$ cat config.mk
export PLATFORM = sky130hd
export DESIGN_NAME = chi_ctrl
export DESIGN_NICKNAME = d
export VERILOG_FILES = /design/src/rtl/chi_pkg.sv /design/src/rtl/chi_ctrl.sv
export SDC_FILE = /design/constraint.sdc
export NUM_CORES = 1
export LEC_CHECK = 0
export ABC_AREA = 1
export BUFFER_PORTS_ARGS = -buffer_cell sky130_fd_sc_hd__buf_2
export CAP_MARGIN = 40
export CORE_AREA = 2 2 39 41
export CTS_CLUSTER_DIAMETER = 150
export DETAILED_ROUTE_END_ITERATION = 8
export DIE_AREA = 0 0 41 43
export PLACE_DENSITY = 0.59
export SKIP_CTS_REPAIR_TIMING = 1
export SYNTH_ARGS = -nofsm -noshare
export SYNTH_HDL_FRONTEND = slang
export SYNTH_SLANG_ARGS = --single-unit
$ cat constraint.sdc
create_clock -name clk -period 1.3 [get_ports clk]
set_clock_uncertainty 0.15 [all_clocks]
set_input_delay 0.195 -clock clk [delete_from_list [all_inputs] [get_ports clk]]
set_output_delay 0.195 -clock clk [all_outputs]
set_load 0.01 [all_outputs]
$ cat src/rtl/chi_pkg.sv
`timescale 1ns / 1ps
package chi_pkg;

  // Operation kinds carried in tuser
  localparam logic KIND_ADD    = 1'b0;
  localparam logic KIND_REMOVE = 1'b1;

  // Result status codes
  localparam logic [1:0] ST_DONE  = 2'd0;
  localparam logic [1:0] ST_RANGE = 2'd1;
  localparam logic [1:0] ST_MISS  = 2'd2;

  // Configuration register indexes
  localparam logic CFG_BUCKET_BITS = 1'b0;
  localparam logic CFG_INDEX_LIMIT = 1'b1;

  localparam logic [3:0]  BUCKET_BITS_RST = 4'd10;
  localparam logic [12:0] INDEX_LIMIT_RST = 13'd4096;

  // Widths fixed by the stream fields
  localparam int KEY_W    = 32;
  localparam int IDX_W    = 12;
  localparam int MASK_W   = 15;  // bucket_bits tops out at 15
  localparam int IN_DW    = 48;
  localparam int OUT_DW   = 8;
  localparam int CFG_DW   = 13;

  // Controller -> datapath
  typedef struct packed {
    logic       acc;          // latch input transaction
    logic       clr_wr;       // write empty marker at sweep address
    logic       q_ld;         // load reciprocal quotient
    logic       b_ld;         // load bucket number
    logic       link_at_cur;  // link RAM read address: walk pointer
    logic       add_wr;       // push index at bucket head
    logic       rmh_wr;       // head takes next link of index
    logic       walk_init;    // start walk from head
    logic       walk_step;    // advance walk pointer
    logic       rml_wr;       // bypass index in chain
    logic       st_ld;
    logic [1:0] st_code;
    logic       out_ld;
  } chi_cmd_t;

  // Datapath -> controller
  typedef struct packed {
    logic clr_last;
    logic in_range;
    logic kind_rm;
    logic head_is_idx;
    logic walk_stop;
    logic link_is_idx;
    logic out_free;
  } chi_sts_t;

endpackage

$ cat src/rtl/chi_ctrl.sv
`timescale 1ns / 1ps
module chi_ctrl (
  input  logic              clk,
  input  logic              rst_n,
  input  logic              in_tvalid,
  output logic              in_tready,
  input  chi_pkg::chi_sts_t sts,
  output chi_pkg::chi_cmd_t cmd
);
  import chi_pkg::*;

  localparam logic [3:0] S_CLR  = 4'd0;
  localparam logic [3:0] S_IDLE = 4'd1;
  localparam logic [3:0] S_Q    = 4'd2;
  localparam logic [3:0] S_R    = 4'd3;
  localparam logic [3:0] S_HRD  = 4'd4;
  localparam logic [3:0] S_HCHK = 4'd5;
  localparam logic [3:0] S_WCHK = 4'd6;
  localparam logic [3:0] S_WDAT = 4'd7;
  localparam logic [3:0] S_DONE = 4'd8;

  logic [3:0] state_r, state_nxt;

  assign in_tready = (state_r == S_IDLE);

  always_comb begin
    cmd       = '0;
    state_nxt = state_r;
    unique case (state_r)
      S_CLR: begin
        cmd.clr_wr = 1'b1;
        if (sts.clr_last) state_nxt = S_IDLE;
      end
      S_IDLE: begin
        if (in_tvalid) begin
          cmd.acc = 1'b1;
          if (sts.in_range) begin
            state_nxt = S_Q;
          end else begin
            cmd.st_ld   = 1'b1;
            cmd.st_code = ST_RANGE;
            state_nxt   = S_DONE;
          end
        end
      end
      S_Q: begin
        cmd.q_ld  = 1'b1;
        state_nxt = S_R;
      end
      S_R: begin
        cmd.b_ld  = 1'b1;
        state_nxt = S_HRD;
      end
      S_HRD: begin
        state_nxt = S_HCHK;
      end
      S_HCHK: begin
        if (!sts.kind_rm) begin
          cmd.add_wr  = 1'b1;
          cmd.st_ld   = 1'b1;
          cmd.st_code = ST_DONE;
          state_nxt   = S_DONE;
        end else if (sts.head_is_idx) begin
          cmd.rmh_wr  = 1'b1;
          cmd.st_ld   = 1'b1;
          cmd.st_code = ST_DONE;
          state_nxt   = S_DONE;
        end else begin
          cmd.walk_init = 1'b1;
          state_nxt     = S_WCHK;
        end
      end
      S_WCHK: begin
        cmd.link_at_cur = 1'b1;
        if (sts.walk_stop) begin
          cmd.st_ld   = 1'b1;
          cmd.st_code = ST_MISS;
          state_nxt   = S_DONE;
        end else begin
          state_nxt = S_WDAT;
        end
      end
      S_WDAT: begin
        cmd.link_at_cur = 1'b1;
        if (sts.link_is_idx) begin
          cmd.rml_wr  = 1'b1;
          cmd.st_ld   = 1'b1;
          cmd.st_code = ST_DONE;
          state_nxt   = S_DONE;
        end else begin
          cmd.walk_step = 1'b1;
          state_nxt     = S_WCHK;
        end
      end
      S_DONE: begin
        if (sts.out_free) begin
          cmd.out_ld = 1'b1;
          state_nxt  = S_IDLE;
        end
      end
      default: begin
        state_nxt = S_IDLE;
      end
    endcase
  end

  always_ff @(posedge clk) begin
    if (!rst_n) begin
      state_r <= S_CLR;
    end else begin
      state_r <= state_nxt;
    end
  end

  a_out_ld_free: assert property (@(posedge clk) disable iff (!rst_n)
    cmd.out_ld |-> sts.out_free)
    else $error("result loaded while output register still occupied");

  a_range_fast: assert property (@(posedge clk) disable iff (!rst_n)
    (in_tvalid && in_tready && !sts.in_range) |=> (state_r == S_DONE))
    else $error("out-of-range transaction did not go straight to result");

endmodule

== Word level (Yosys, flattened, before mapping) ==
Cells that the tools add are included.
Word-level totals
  input bits: 10
  register bits after elaboration: 4
  output and inout bits: 15
  logic and storage cells: 46
Operators by class
  muxes and demuxes: 31
  equality and inequality tests: 11
  reductions and logical operators: 3
Operators with widths (number)
  4-bit two-way mux: 9
  4-bit one-hot mux with 9 select lines: 1
  3-bit two-way mux: 6
  4-bit by 3-bit equality test with 1-bit output (second input constant): 4
  1-bit two-way mux: 12
  3-bit one-hot mux with 4 select lines: 1
  4-bit by 2-bit equality test with 1-bit output (second input constant): 2
  2-bit != test (second input constant): 3
  4-bit by 1-bit equality test with 1-bit output (second input constant): 1
  4-bit equality test (second input constant): 1
  4-bit zero test: 1
  2-bit two-way mux: 2
  3-bit AND reduction: 1
  2-bit OR reduction: 1

== Logic depth before layout (Yosys ltp) ==
  depth in word-level cells: 3
  depth in mapped cells: 8
  mapped depth without buffers: 8

== Worst setup path before layout ==
Ideal clock, no wire load.
  path kind: reg2reg
  from: reg state_r[0]
  to: reg state_r[1]
  period minus slack after synthesis: 1227 ps
  stages on the path, launching flop included: 9
  setup time: 62 ps
  buffers on the path: 0
  data required time: 1088 ps
  setup slack: 73 ps
  data arrival time: 1015 ps
  cell sequence: dfxtp_1 inv_2 nor2_4 nand2_2 nor2_2 nor2_1 nand2_1 nand2_1 nor2_2
Between the ends
  word-level cells in the longest chain between the ends: 3
  elaborated cells between the ends (all ways): 14
  classes of those cells: eq/ne: 11; mux: 1; reduce/logical: 2
RTL lines
  start, declared: line chi_ctrl.sv:22  | logic [3:0] state_r, state_nxt;
  start signal, assigned: line chi_ctrl.sv:111  | state_r <= state_nxt;
  4-bit equality test (tied with other cells): line chi_ctrl.sv:29  | unique case (state_r)
  2-bit != test (no source line)
  3-bit AND reduction (no source line)
Parallel ways exist; a longest one is shown, timed or not.
A chain may end at the register's enable or synchronous reset.

==> impl_metrics.env <==
export IMPL_status="finished, violations left"
export IMPL_failed_checks="setup timing"
export IMPL_grt_max_degree=7
export IMPL_grt_util_met3=0.0314
export IMPL_largest_reg_flops=4
export IMPL_holdPathStages=3
export IMPL_die_area_um2=1760
export IMPL_cts_buffers=3
export IMPL_drt_total_wl_um=1230
export IMPL_total_power_uw=502
export IMPL_cts_num_sinks=4
export IMPL_drt_vias_per_instance=4.18
export IMPL_reg_top3="state_r: 4 flops"
export IMPL_max_cap_violations=0
export IMPL_coreArea_um2=1380
export IMPL_most_common_layout_cells="buf_2, inv_1, nand2_1, buf_4, nor2_1"
export IMPL_syn_area_per_cell_um2=5.32
export IMPL_min_path_type="input pin to register"
export IMPL_grt_busiest_layer="met2"
export IMPL_worst_setup_path_start_kind="register"
export IMPL_leakagePower_uw=0.000447
export IMPL_max_freq_mhz=637
export IMPL_ir_drop_mv=0.419
export IMPL_h_tree_depth=1
export IMPL_final_common_cell="buf_2"
export IMPL_finalHoldViolations=0
export IMPL_use_met1=0.154
export IMPL_cp_required_ps=950
export IMPL_finalSetupViolCount=18
export IMPL_grt_pass1_vias=472
export IMPL_postRouteAntennaNets=0
export IMPL_die_h_um=43
export IMPL_synth_nets=85
export IMPL_cts_root_buf="clkbuf_4"
export IMPL_path_cells="inv_2 -> nor2_4 -> nand3_2 -> nand2_1 -> nor2_2 -> inv_1 -> buf_2"
export IMPL_place_gp_congestion=0.711
export IMPL_regMostFlops="state_r"
export IMPL_setup_tns_ps=-2870
export IMPL_nets=126
export IMPL_gr_total_overflow=0
export IMPL_clockBufferDepth=2
export IMPL_port_buffers=24
export IMPL_clk_pin_slew_ps=40
export IMPL_start_util=0.288
export IMPL_grt_usage=0.141
export IMPL_worstRegToRegCells=9
export IMPL_worst_slack_ps=-270
export IMPL_drive_gt1_frac=0.553
export IMPL_cp_data_arrival_time_ps=1220
export IMPL_min_period_ps=1570
export IMPL_final_max_slew_viol_count=0
export IMPL_power_density_nw_per_um2=713
export IMPL_dr_pass1_iters=1
export IMPL_clk_latency_ps=240
export IMPL_cts_tree="built"
export IMPL_ys_types=14
export IMPL_use_met2=0.241
export IMPL_antenna_found_initial=0
export IMPL_cp_max_fo=6
export IMPL_fp_row_count=14
export IMPL_slew_headroom=0.874
export IMPL_vias=544
export IMPL_syn_inst=75
export IMPL_cp_slowest_cell="dfxtp_2"
export IMPL_drc=0
export IMPL_yosys_warnings=0
export IMPL_grt_pass1_wl_um=1720
export IMPL_fin_crit_sh=1.21
export IMPL_drt_iter0_drc=0
export IMPL_area_growth_pct=76.5
export IMPL_slowest_delay_ps=350
export IMPL_synth_area_um2=399
export IMPL_max_slew_worst_pin_slew_ps=189
export IMPL_wl_per_cell_um=9.49
export IMPL_hpwl_um=951
export IMPL_ys_seq_area_frac=0.201
export IMPL_path_class="register to primary output"
export IMPL_ioPinCount=25
export IMPL_num_antenna_cells=0
export IMPL_ys_ff_latch=4
export IMPL_rsz0062_at_grt="yes"
export IMPL_die_w_um=41
export IMPL_end_kind="primary output"
area by class of cell:
cell class	instances	area, um2
Multi-Input combinational cell	49	258
Fill cell	145	679
Tap cell	16	20.0
Timing Repair Buffer	36	229
Clock buffer	3	22.5
Sequential cell	4	90.1
Inverter	22	85.1
report_power, final:
part / internal [uW] / switching [uW] / total [uW]
Combinational: 88.0 / 106 / 194
Sequential: 134 / 17.2 / 152
Clock: 103 / 53.1 / 156
layer usage:
| layer | routed length (um) | vias to the layer above | part of all wire |
|---|---|---|---|
| met3 | 59 | 2 | 0.048 |
| met1 | 501 | 227 | 0.41 |
| met4 | 16 | 0 | 0.013 |
| met2 | 656 | 13 | 0.53 |
| met5 | 0 | - | 0 |
| li1 | - | 302 | - |
synth_stat cells:
cell type	instances	area (um2)
nand4_1	1	6.26
nand3b_1	1	7.51
nand2_2	2	12.5
nor2_2	4	25.0
o21ai_1	2	10.0
inv_2	2	7.51
nor2_1	14	52.6
nor2_4	2	22.5
nand2_1	12	45.0
inv_1	20	75.1
dfxtp_1	4	80.1
nand3_1	6	30.0
a21oi_1	4	20.0
nor3_1	1	5.00
path summary, 6_finish.rpt:
check                                        startpoint                       to  slack [ps]
worst min register to register  state_r[2]$_SDFFE_PN0P_  state_r[3]$_SDFFE_PN0P_         590
worst min-delay path                              rst_n  state_r[0]$_SDFFE_PN0P_          60
worst max-delay path            state_r[2]$_SDFFE_PN0P_                   cmd[3]        -270
worst max register to register  state_r[2]$_SDFFE_PN0P_  state_r[1]$_SDFFE_PN0P_         -70
stage by stage:
stage               hold slack (ps)  utilization  cells  setup slack [ps]  area [um2]
finish                         63.9        0.509    130              -270         704
detailed placement              317        0.433    123             -89.0         599
CTS                            63.8        0.449    126              -354         622
global placement                315        0.433    123             -67.6         599
global route                   82.8        0.509    130              -360         704
floorplan                       186            -     75              72.8         399
worst max-delay path, delay by kind of cell, from the launching register on:
family	cells	cell delay, ps
DFF	1	350
and+or+nand+nor	4	430
buffers and inverters	3	200
cell families after synthesis:
group | Yosys count | synth area share
flops | 4 | 0.201
simple gates | 43 | 0.517
buf+inv | 22 | 0.207
compound gates | 6 | 0.0752
(Power assumes the default switching activity.)
